<file path="config.mk">
export PLATFORM = sky130hd
export DESIGN_NAME = multi_stack_shared_free_list
export DESIGN_NICKNAME = d
export VERILOG_FILES = /design/src/rtl/msslf_pkg.sv /design/src/rtl/msslf_slot_mem.sv /design/src/rtl/msslf_top_mem.sv /design/src/rtl/multi_stack_shared_free_list.sv
export SDC_FILE = /design/constraint.sdc
export NUM_CORES = 2
export LEC_CHECK = 0
export BUFFER_PORTS_ARGS = -buffer_cell sky130_fd_sc_hd__buf_2
export CORE_UTILIZATION = 63
export DETAILED_ROUTE_END_ITERATION = 7
export GPL_TIMING_DRIVEN = 1
export PLACE_DENSITY = 0.79
export SETUP_SLACK_MARGIN = 0.1
export SYNTH_ARGS = -nofsm -noshare
export SYNTH_HDL_FRONTEND = slang
export SYNTH_SLANG_ARGS = --single-unit
</file>
<file path="constraint.sdc">
create_clock -name clock -period 6.3 [get_ports clock]
set_clock_uncertainty 0.1 [all_clocks]
set_input_delay 0.945 -clock clock [delete_from_list [all_inputs] [get_ports clock]]
set_output_delay 0.945 -clock clock [all_outputs]
set_load 0.01 [all_outputs]
</file>
<file path="src/rtl/msslf_pkg.sv">
// Shared constants for the multi-stack shared free list block.
package msslf_pkg;

   localparam int DATA_W = 32;

   localparam logic OP_PUSH = 1'b0;
   localparam logic OP_POP  = 1'b1;

   localparam logic [1:0] ST_DONE      = 2'd0;
   localparam logic [1:0] ST_OVERFLOW  = 2'd1;
   localparam logic [1:0] ST_UNDERFLOW = 2'd2;

   localparam logic [DATA_W-1:0] UNDERFLOW_VALUE = 32'h7FFF_FFFF;

endpackage

</file>
<file path="src/rtl/msslf_slot_mem.sv">
// Slot memory: data word and link per slot, one write and one registered read port.
module msslf_slot_mem #(
   parameter int SLOTS = 64,
   parameter int AW    = 6,
   parameter int IDX_W = 7
) (
   input  logic                        clock,
   input  logic                        wr_en,
   input  logic [AW-1:0]               wr_addr,
   input  logic [msslf_pkg::DATA_W-1:0] wr_data,
   input  logic [IDX_W-1:0]            wr_link,
   input  logic                        rd_en,
   input  logic [AW-1:0]               rd_addr,
   output logic [msslf_pkg::DATA_W-1:0] rd_data,
   output logic [IDX_W-1:0]            rd_link
);

   logic [msslf_pkg::DATA_W+IDX_W-1:0] mem_ff [SLOTS];
   logic [msslf_pkg::DATA_W+IDX_W-1:0] q_ff;

   always_ff @(posedge clock) begin
      if (wr_en) begin
         mem_ff[wr_addr] <= {wr_data, wr_link};
      end
      if (rd_en) begin
         q_ff <= mem_ff[rd_addr];
      end
   end

   assign rd_data = q_ff[msslf_pkg::DATA_W+IDX_W-1:IDX_W];
   assign rd_link = q_ff[IDX_W-1:0];

endmodule

</file>
<file path="src/rtl/msslf_top_mem.sv">
// Stack-top memory with per-entry valid bits; an unwritten top reads as null.
module msslf_top_mem #(
   parameter int NUM_STACKS = 4,
   parameter int SID_W      = 2,
   parameter int IDX_W      = 7,
   parameter int SLOTS      = 64
) (
   input  logic             clock,
   input  logic             reset,
   input  logic             wr_en,
   input  logic [SID_W-1:0] wr_addr,
   input  logic [IDX_W-1:0] wr_data,
   input  logic             rd_en,
   input  logic [SID_W-1:0] rd_addr,
   output logic [IDX_W-1:0] rd_top
);

   localparam logic [IDX_W-1:0] NIL = IDX_W'(SLOTS);

   logic [IDX_W-1:0]      mem_ff [NUM_STACKS];
   logic [NUM_STACKS-1:0] vld_ff;
   logic [IDX_W-1:0]      q_ff;
   logic                  q_vld_ff;

   always_ff @(posedge clock) begin
      if (wr_en) begin
         mem_ff[wr_addr] <= wr_data;
      end
      if (rd_en) begin
         q_ff <= mem_ff[rd_addr];
      end
   end

   always_ff @(posedge clock) begin
      if (reset) begin
         vld_ff   <= '0;
         q_vld_ff <= 1'b0;
      end else begin
         if (wr_en) begin
            vld_ff[wr_addr] <= 1'b1;
         end
         if (rd_en) begin
            q_vld_ff <= vld_ff[rd_addr];
         end
      end
   end

   assign rd_top = q_vld_ff ? q_ff : NIL;

endmodule

</file>
<file path="src/rtl/multi_stack_shared_free_list.sv">
// Several LIFO stacks sharing one slot store, unused slots chained in a free list.
// Push: stack-top and free-slot reads in parallel; the result is registered from S_RD.
// Pop: stack-top read, then slot read of the top; an empty stack answers from S_RD.
// One item at a time; the next transfer is taken the cycle after the result is registered.
// Reset: free list holds all slots in order, every stack empty, usable at once (no clear pass).
module multi_stack_shared_free_list #(
   parameter int NUM_STACKS = 4,
   parameter int SLOTS      = 64
) (
   input  logic               clock,
   input  logic               reset,
   input  logic               req_valid,
   output logic               req_stall,
   input  logic               req_operation,
   input  logic [1:0]         req_stack_id,
   input  logic signed [31:0] req_push_value,
   output logic               rsp_valid,
   input  logic               rsp_stall,
   output logic [1:0]         rsp_status,
   output logic signed [31:0] rsp_popped_value,
   output logic               rsp_store_full,
   output logic               rsp_stack_empty
);

   localparam int AW    = (SLOTS > 1) ? $clog2(SLOTS) : 1;
   localparam int IDX_W = $clog2(SLOTS + 1);
   localparam int SID_W = (NUM_STACKS > 1) ? $clog2(NUM_STACKS) : 1;
   localparam logic [IDX_W-1:0] NIL = IDX_W'(SLOTS);

   localparam logic [1:0] S_IDLE = 2'd0;
   localparam logic [1:0] S_RD   = 2'd1;
   localparam logic [1:0] S_POP  = 2'd2;

   logic [1:0]                    state_ff, state_in;
   logic                          op_ff;
   logic                          sid_ok_ff;
   logic [SID_W-1:0]              sid_ff;
   logic [msslf_pkg::DATA_W-1:0]  val_ff;
   logic [IDX_W-1:0]              free_head_ff, free_head_in;
   logic [IDX_W-1:0]              hwm_ff, hwm_in;

   logic                          rsp_valid_ff, rsp_valid_in;
   logic [1:0]                    rsp_status_ff;
   logic [msslf_pkg::DATA_W-1:0]  rsp_value_ff;
   logic                          rsp_full_ff;
   logic                          rsp_empty_ff;

   logic                          accept;
   logic                          out_free;
   logic                          commit;
   logic [1:0]                    res_status;
   logic [msslf_pkg::DATA_W-1:0]  res_value;
   logic                          res_full;
   logic                          res_empty;

   logic                          top_wr_en;
   logic [IDX_W-1:0]              top_wr_data;
   logic [IDX_W-1:0]              top_q;
   logic                          slot_wr_en;
   logic [AW-1:0]                 slot_wr_addr;
   logic [msslf_pkg::DATA_W-1:0]  slot_wr_data;
   logic [IDX_W-1:0]              slot_wr_link;
   logic                          slot_rd_en;
   logic [AW-1:0]                 slot_rd_addr;
   logic [msslf_pkg::DATA_W-1:0]  slot_q_data;
   logic [IDX_W-1:0]              slot_q_link;

   logic                          free_nil;
   logic                          top_nil;
   logic                          fresh;
   logic [IDX_W-1:0]              next_free;

   assign accept   = req_valid && (state_ff == S_IDLE);
   assign out_free = !rsp_valid_ff || !rsp_stall;
   assign free_nil = free_head_ff >= NIL;
   assign top_nil  = top_q >= NIL;
   // Slots at or above the high-water mark were never written: link is the next index.
   assign fresh     = free_head_ff == hwm_ff;
   assign next_free = fresh ? (hwm_ff + IDX_W'(1)) : slot_q_link;

   msslf_top_mem #(
      .NUM_STACKS (NUM_STACKS),
      .SID_W      (SID_W),
      .IDX_W      (IDX_W),
      .SLOTS      (SLOTS)
   ) u_top_mem (
      .clock   (clock),
      .reset   (reset),
      .wr_en   (top_wr_en),
      .wr_addr (sid_ff),
      .wr_data (top_wr_data),
      .rd_en   (accept),
      .rd_addr (SID_W'(req_stack_id)),
      .rd_top  (top_q)
   );

   msslf_slot_mem #(
      .SLOTS (SLOTS),
      .AW    (AW),
      .IDX_W (IDX_W)
   ) u_slot_mem (
      .clock   (clock),
      .wr_en   (slot_wr_en),
      .wr_addr (slot_wr_addr),
      .wr_data (slot_wr_data),
      .wr_link (slot_wr_link),
      .rd_en   (slot_rd_en),
      .rd_addr (slot_rd_addr),
      .rd_data (slot_q_data),
      .rd_link (slot_q_link)
   );

   always_comb begin
      state_in     = state_ff;
      free_head_in = free_head_ff;
      hwm_in       = hwm_ff;
      top_wr_en    = 1'b0;
      top_wr_data  = free_head_ff;
      slot_wr_en   = 1'b0;
      slot_wr_addr = free_head_ff[AW-1:0];
      slot_wr_data = val_ff;
      slot_wr_link = top_q;
      slot_rd_en   = 1'b0;
      slot_rd_addr = free_head_ff[AW-1:0];
      commit       = 1'b0;
      res_status   = msslf_pkg::ST_DONE;
      res_value    = '0;
      res_full     = free_nil;
      res_empty    = !sid_ok_ff || top_nil;
      unique case (state_ff)
         S_IDLE: begin
            if (accept) begin
               slot_rd_en = 1'b1;
               state_in   = S_RD;
            end
         end
         S_RD: begin
            if (op_ff == msslf_pkg::OP_PUSH) begin
               if (!sid_ok_ff || free_nil) begin
                  res_status = msslf_pkg::ST_OVERFLOW;
               end else begin
                  res_full  = next_free >= NIL;
                  res_empty = 1'b0;
               end
               if (out_free) begin
                  commit   = 1'b1;
                  state_in = S_IDLE;
                  if (sid_ok_ff && !free_nil) begin
                     // Link new slot above the old top and make it the top.
                     slot_wr_en   = 1'b1;
                     top_wr_en    = 1'b1;
                     free_head_in = next_free;
                     if (fresh) begin
                        hwm_in = hwm_ff + IDX_W'(1);
                     end
                  end
               end
            end else if (!sid_ok_ff || top_nil) begin
               res_status = msslf_pkg::ST_UNDERFLOW;
               res_value  = msslf_pkg::UNDERFLOW_VALUE;
               res_empty  = 1'b1;
               if (out_free) begin
                  commit   = 1'b1;
                  state_in = S_IDLE;
               end
            end else begin
               slot_rd_en   = 1'b1;
               slot_rd_addr = top_q[AW-1:0];
               state_in     = S_POP;
            end
         end
         S_POP: begin
            res_value = slot_q_data;
            res_full  = 1'b0;
            res_empty = slot_q_link >= NIL;
            if (out_free) begin
               commit = 1'b1;
               state_in = S_IDLE;
               // Unlink the top slot and push it onto the free list.
               top_wr_en    = 1'b1;
               top_wr_data  = slot_q_link;
               slot_wr_en   = 1'b1;
               slot_wr_addr = top_q[AW-1:0];
               slot_wr_data = slot_q_data;
               slot_wr_link = free_head_ff;
               free_head_in = top_q;
            end
         end
         default: begin
            state_in = S_IDLE;
         end
      endcase
   end

   always_comb begin
      rsp_valid_in = rsp_valid_ff;
      if (commit) begin
         rsp_valid_in = 1'b1;
      end else if (!rsp_stall) begin
         rsp_valid_in = 1'b0;
      end
   end

   always_ff @(posedge clock) begin
      if (reset) begin
         state_ff     <= S_IDLE;
         free_head_ff <= '0;
         hwm_ff       <= '0;
         rsp_valid_ff <= 1'b0;
      end else begin
         state_ff     <= state_in;
         free_head_ff <= free_head_in;
         hwm_ff       <= hwm_in;
         rsp_valid_ff <= rsp_valid_in;
      end
   end

   always_ff @(posedge clock) begin
      if (accept) begin
         op_ff     <= req_operation;
         sid_ff    <= SID_W'(req_stack_id);
         sid_ok_ff <= 32'(req_stack_id) < NUM_STACKS;
         val_ff    <= req_push_value;
      end
      if (commit) begin
         rsp_status_ff <= res_status;
         rsp_value_ff  <= res_value;
         rsp_full_ff   <= res_full;
         rsp_empty_ff  <= res_empty;
      end
   end

   assign req_stall        = state_ff != S_IDLE;
   assign rsp_valid        = rsp_valid_ff;
   assign rsp_status       = rsp_status_ff;
   assign rsp_popped_value = rsp_value_ff;
   assign rsp_store_full   = rsp_full_ff;
   assign rsp_stack_empty  = rsp_empty_ff;

endmodule

</file>
---- Yosys cells after proc, flatten, opt, wreduce, memory -nomap -nowiden ----
Memories as Yosys holds them, arrays and structs flattened. A register that Yosys moved wholly into a read port is not among the register bits.
Index checks and enable logic that the tools add are counted.
cells by class
  add/subtract/negate cells ............... 1
  order comparisons ....................... 7
  eq/ne operators ......................... 9
  mux-type cells .......................... 56
  bitwise operators ....................... 2
  reduce and logical (&&, ||, !) cells .... 11
operators by type and width
  operator                                                               count
  7-bit 2-to-1 mux                                                       10
  32-bit 2-to-1 mux                                                      2
  32-bit one-hot mux with 2 select lines                                 1
  31-bit 2-to-1 mux                                                      2
  6-bit 2-to-1 mux                                                       5
  7-bit >= comparator, second input constant                             4
  1-bit 2-to-1 mux                                                       21
  7-bit one-hot mux with 2 select lines                                  1
  2-bit 2-to-1 mux                                                       6
  2-bit != test, second input constant                                   5
  1-bit one-hot mux with 2 select lines                                  5
  5-bit AND reduction                                                    2
  7-bit by 1-bit adder with 7-bit output, second input constant          1
  7-bit equality test                                                    1
  2-bit by 3-bit < comparator with 1-bit output, second input constant   2
  2-bit one-hot mux with 3 select lines                                  1
  4-bit OR                                                               1
  2-bit nonzero test                                                     2
  1-bit logical NOT                                                      3
  1-bit binary-select mux with 2-bit select                              1
  1-bit demux with 2-bit select                                          1
  2-bit by 1-bit equality test with 1-bit output, second input constant  1
  2-bit equality test, second input constant                             1
  2-bit by 1-bit >= comparator with 1-bit output, second input constant  1
  other kinds (5)                                                        6
word-level totals
  bits in registers ....................... 93
  memory bits (writable) .................. 2524
  output and inout bits ................... 38
  memories ................................ 2
memory list
  name               depth  width  read ports  clocked after memory_dff  write ports  line                  source
  u_slot_mem.mem_ff  64     39     1           1                         1            msslf_slot_mem.sv:18  logic [msslf_pkg::DATA_W+IDX_W-1:0] mem_ff [SLOTS];
  u_top_mem.mem_ff   4      7      1           1                         1            msslf_top_mem.sv:20   logic [IDX_W-1:0] mem_ff [NUM_STACKS];

---- Depth between registers and ports, before layout ----
  word-level depth ........................ 7
  mapped depth ............................ 15

---- By module ----
A second synthesis with hierarchy kept.
second synthesis, totals
  cell total of the unflattened synthesis .. 4561
  area, all modules ....................... 101612.5 um2
modules (own cells, without submodules)
  module                        times used  cells an instance  area an instance (um2)
  msslf_slot_mem                1           4059               95740.6
  multi_stack_shared_free_list  1           429                4344.2
  msslf_top_mem                 1           73                 1527.7

---- Least setup slack after synthesis ----
OpenSTA, ideal clock, no wires.
  kind .................................... in2reg
  start point ............................. in rsp_stall
  end point ............................... mem u_slot_mem.mem_ff[0][1] (netlist bit), data pin
  arrival ................................. 4.113 ns
  required time ........................... 5.498 ns
  setup slack ............................. 1.386 ns
  stages .................................. 5
  cell sequence ........................... nand2_1 -> and2_1 -> clkbuf_1 -> clkbuf_1 -> o21ai_0
on the way
  longest elaborated chain between the ends .. 4
ends and longest elaborated chain
  element                    line                                 source
  start: declaration         multi_stack_shared_free_list.sv:18   input logic rsp_stall,
  1-bit logical NOT          -
  1-bit logical OR           multi_stack_shared_free_list.sv:74   assign out_free = !rsp_valid_ff || !rsp_stall;
  7-bit 2-to-1 mux           multi_stack_shared_free_list.sv:176  if (out_free) begin
  7-bit 2-to-1 mux           multi_stack_shared_free_list.sv:130  unique case (state_ff)
  named net slot_wr_link[1]  multi_stack_shared_free_list.sv:62   logic [IDX_W-1:0] slot_wr_link;
  end: declaration           msslf_slot_mem.sv:18
The timed path passes the listed nets, and every way through them passes these cells.

---- Worst setup path in the final report ----
  start point ............................. reg u_top_mem.q_vld_ff
  end point ............................... reg u_slot_mem.q_ff[25] (netlist bit) (read register of u_slot_mem.mem_ff), data pin
on the way
  longest elaborated chain between the ends .. 5
  elaborated cells on any way between the ends .. 8
  those cells by class .................... order compare: 1; mux: 7
ends and longest elaborated chain
  element                                                                           line                                 source
  start: declaration                                                                msslf_top_mem.sv:23                  logic q_vld_ff;
  start signal: assignment                                                          msslf_top_mem.sv:43                  q_vld_ff <= vld_ff[rd_addr];
  7-bit 2-to-1 mux *                                                                msslf_top_mem.sv:48                  assign rd_top = q_vld_ff ? q_ff : NIL;
  7-bit >= comparator                                                               multi_stack_shared_free_list.sv:76   assign top_nil = top_q >= NIL;
  1-bit 2-to-1 mux / 6-bit 2-to-1 mux (equally long branches)                       multi_stack_shared_free_list.sv:158  end else if (!sid_ok_ff || top_nil) begin
  1-bit 2-to-1 mux / 6-bit 2-to-1 mux (equally long branches)                       multi_stack_shared_free_list.sv:138  if (op_ff == msslf_pkg::OP_PUSH) begin
  1-bit one-hot mux with 2 select lines / 6-bit 2-to-1 mux (equally long branches)  multi_stack_shared_free_list.sv:130
  end: declaration                                                                  msslf_slot_mem.sv:19                 logic [msslf_pkg::DATA_W+IDX_W-1:0] q_ff;
Every way passes the cells marked *; elsewhere a longest branch is shown, timed or not.
A chain may end at the register's enable or synchronous reset.

==> results.yml <==
logic_synthesis:
  ys_seq_area_frac: 0.774
  syn-num-nets: 7154
  synth_top_cell_by_area: "edfxtp_1"
  synth_top_cell_area_share: 0.770
  synthCells: 7110
  ys_types: 48
  synthTopCellsByArea: "edfxtp_1 (77%), nand2_1 (7.6%), mux2i_1 (2.7%)"
  synth_edf_count: 2641
  yosysWarningCount: 0
  synth.avg_cell_area_um2: 14.5
  synth-seq-cells: 2663
  async_flop_share: 0
  synthFlopType: "edfxtp_1"
  syn-cell-area_mm2: 0.103
worst_setup_path:
  cpPeakStageDelay_ps: 860
  cp_max_fo: 36
  worstSetupPathType: "reg -> reg"
  cp_slowest_cell: "and2_4"
  path_cells: "nand4b_4 -> mux2i_4 -> and2_4 -> buf_12 -> nand3_1 -> and3_1 -> a31oi_1 -> nand4_1"
  cp.arrival_ps: 5290
  end_kind: "flip-flop"
  startpoint_type: "flip-flop"
  crit_required_ps: 6780
global_routing:
  grt_max_degree: 152
  grt_pass1_vias: 63019
  grt_use_total: 0.354
  gr-usage-met1: 0.467
  overflow: 0
  top_usage_layer: "met2"
  grt_pass1_wl_um: 419000
  antenna_found_initial: 19
  grtUsageMet3: 0.120
  met2_usage: 0.529
power_and_ir_drop:
  seqPwrFrac: 0.547
  power_density_mw_per_mm2: 314
  combPwrFrac: 0.068
  p_leak_nw: 40.2
  ir_drop_mv: 0.282
  power_mw: 36.0
  p_switching_mw: 8.30
  netSwitchingFraction: 0.231
  p_int_mw: 27.7
  clkPwrFrac: 0.385
clock_tree:
  clock_sinks: 2663
  cts_tree: "done"
  cts_made_buffers: 238
  cts_setup_buffers: 0
  cts_max_level: 4
  cts.path.max_buffers: 3
  clkTransAtPathRegs_ps: 60
  cts.repair.resized: 0
  worstSkewPairLatency_ps: 900
  holdBufCountCts: 0
  cts-root-buf: "clkbuf_16"
timing:
  period_share: 0.764
  maxSlewViolCount: 0
  relSlewSlack: 0.0729
  rsz0062_at_grt: "no"
  hold_violations: 0
  fin_tns_setup_ps: 0
  fmax_mhz: 208
  period_needed_ps: 4810
  tightest_slew_ps: 1390
  setup_viol: 0
floorplanning:
  die_x_um: 406
  die_h_um: 406
  start_util: 0.634
  die_area_mm2: 0.165
  io_pins: 77
  core_mm2: 0.163
  core.rowCount: 148
final_layout:
  layout_common_cells: "edfxtp_1 (2,641), nand2_1 (2,077), nand3_1 (433)"
  area_growth_syn_to_layout_pct: 11.4
  layout_commonest_cell: "edfxtp_1"
  fin_nets: 7265
  drive_gt1_frac: 0.105
drt:
  vias_per_cell: 6.83
  dr_total_vias: 65589
  drtPass1Iterations: 7
  drt-initial-drc-count: 11595
  routed_wl_um: 294000
  wl_per_cell_um: 30.7
  drc: 0
  ant_nets: 0
place:
  io_buffers: 76
  dp_hpwl_um: 169000
  gp_congestion: 0.926
min_path:
  holdCritPathClass: "in -> reg"
run_status:
  outcome: "finished clean"
job:
  cap_violations: 0
synthesized netlist by cell type (3+ instances only):
master / n
edfxtp_1: 2641
nand2_1: 2096
nand3_1: 433
a31oi_1: 422
mux2i_1: 283
a32oi_1: 244
buf_2: 227
clkbuf_1: 158
and3_1: 131
nor2_1: 101
nand4_1: 77
buf_4: 38
a21o_1: 32
buf_1: 27
dfxtp_1: 22
a211oi_1: 19
a221oi_1: 18
o21ai_0: 17
mux4_2: 15
a21oi_1: 12
xor2_1: 10
o211ai_1: 8
and4_1: 7
inv_1: 7
nand2b_1: 7
xnor2_1: 7
and2_1: 6
a31o_2: 5
ha_1: 5
buf_6: 4
nor3b_1: 4
nor3_1: 3
o21a_1: 3
cell type report:
type | instances | area (um2)
diodes | 7 | 17.5
clock buffers | 299 | 6260
multi-input cells | 3986 | 21800
flip-flops and latches | 2663 | 79700
inverters | 7 | 26.3
clock inverters | 136 | 1140
well taps | 2175 | 2720
fillers | 9715 | 47900
repair buffers | 325 | 3050
state kept, by name, indices dropped and copies added (netlist names), 4 cells and up:
| name | count |
|---|---|
| u_slot_mem.q_ff | 39 |
| u_top_mem.vld_ff | 4 |
| rsp_popped_value | 32 |
| u_slot_mem.mem_ff | 2496 |
| free_head_ff | 7 |
| u_top_mem.q_ff | 7 |
| hwm_ff | 7 |
| u_top_mem.mem_ff | 28 |
| val_ff | 32 |
through the flow:
stage | instances | setup WS (ps) | util | hold slack [ps] | cell area (um2)
finish | 9598 | 1490 | 0.706 | 120 | 115000
global placement | 9156 | 1620 | 0.660 | 343 | 107000
global route | 9592 | 1500 | 0.706 | 110 | 115000
detailed placement | 9156 | 1590 | 0.660 | 381 | 107000
CTS | 9591 | 1710 | 0.706 | 77.9 | 115000
floorplan | 7110 | 1390 | - | 335 | 103000
metal layers:
layer	vias to the layer above	share of wire
met5	-	0.00085
met4	16	0.056
met3	979	0.16
met2	5776	0.45
met1	31882	0.34
li1	26936	-
final timing paths:
check                 startpoint                  end  slack, ps  cells past startpoint
max           u_top_mem.q_vld_ff  u_slot_mem.q_ff[25]       1490                      8
min           req_push_value[26]           val_ff[26]        120                      1
max reg2reg   u_top_mem.q_vld_ff  u_slot_mem.q_ff[25]       1490                      8
min reg2reg  u_top_mem.vld_ff[0]  u_top_mem.vld_ff[0]        400                      2
logic make-up after synthesis:
group	synth area share
compound gates	0.0549
simple gates	0.117
buf+inv	0.0212
xor+xnor	0.00145
mux	0.0311
fa+ha+maj	0.000607
flops	0.774
critical path, delay by kind of cell, from the launching register on:
kind	cells	cell delay (ps)
DFF	1	720
and+or+nand+nor	5	1830
muxes	1	750
AOI/OAI and AO/OA	1	700
buffers and inverters	1	310
power groups by stage:
stage	Clock [mW]	Combinational, mW	Sequential, mW
global placement	0	2.27	20.1
finish	13.9	2.43	19.7
floorplan	0	1.52	20.0
CTS	13.8	2.35	19.7
detailed placement	0	2.33	20.1
global route	14.5	2.55	19.7
Power figures use the tool's default switching activity.
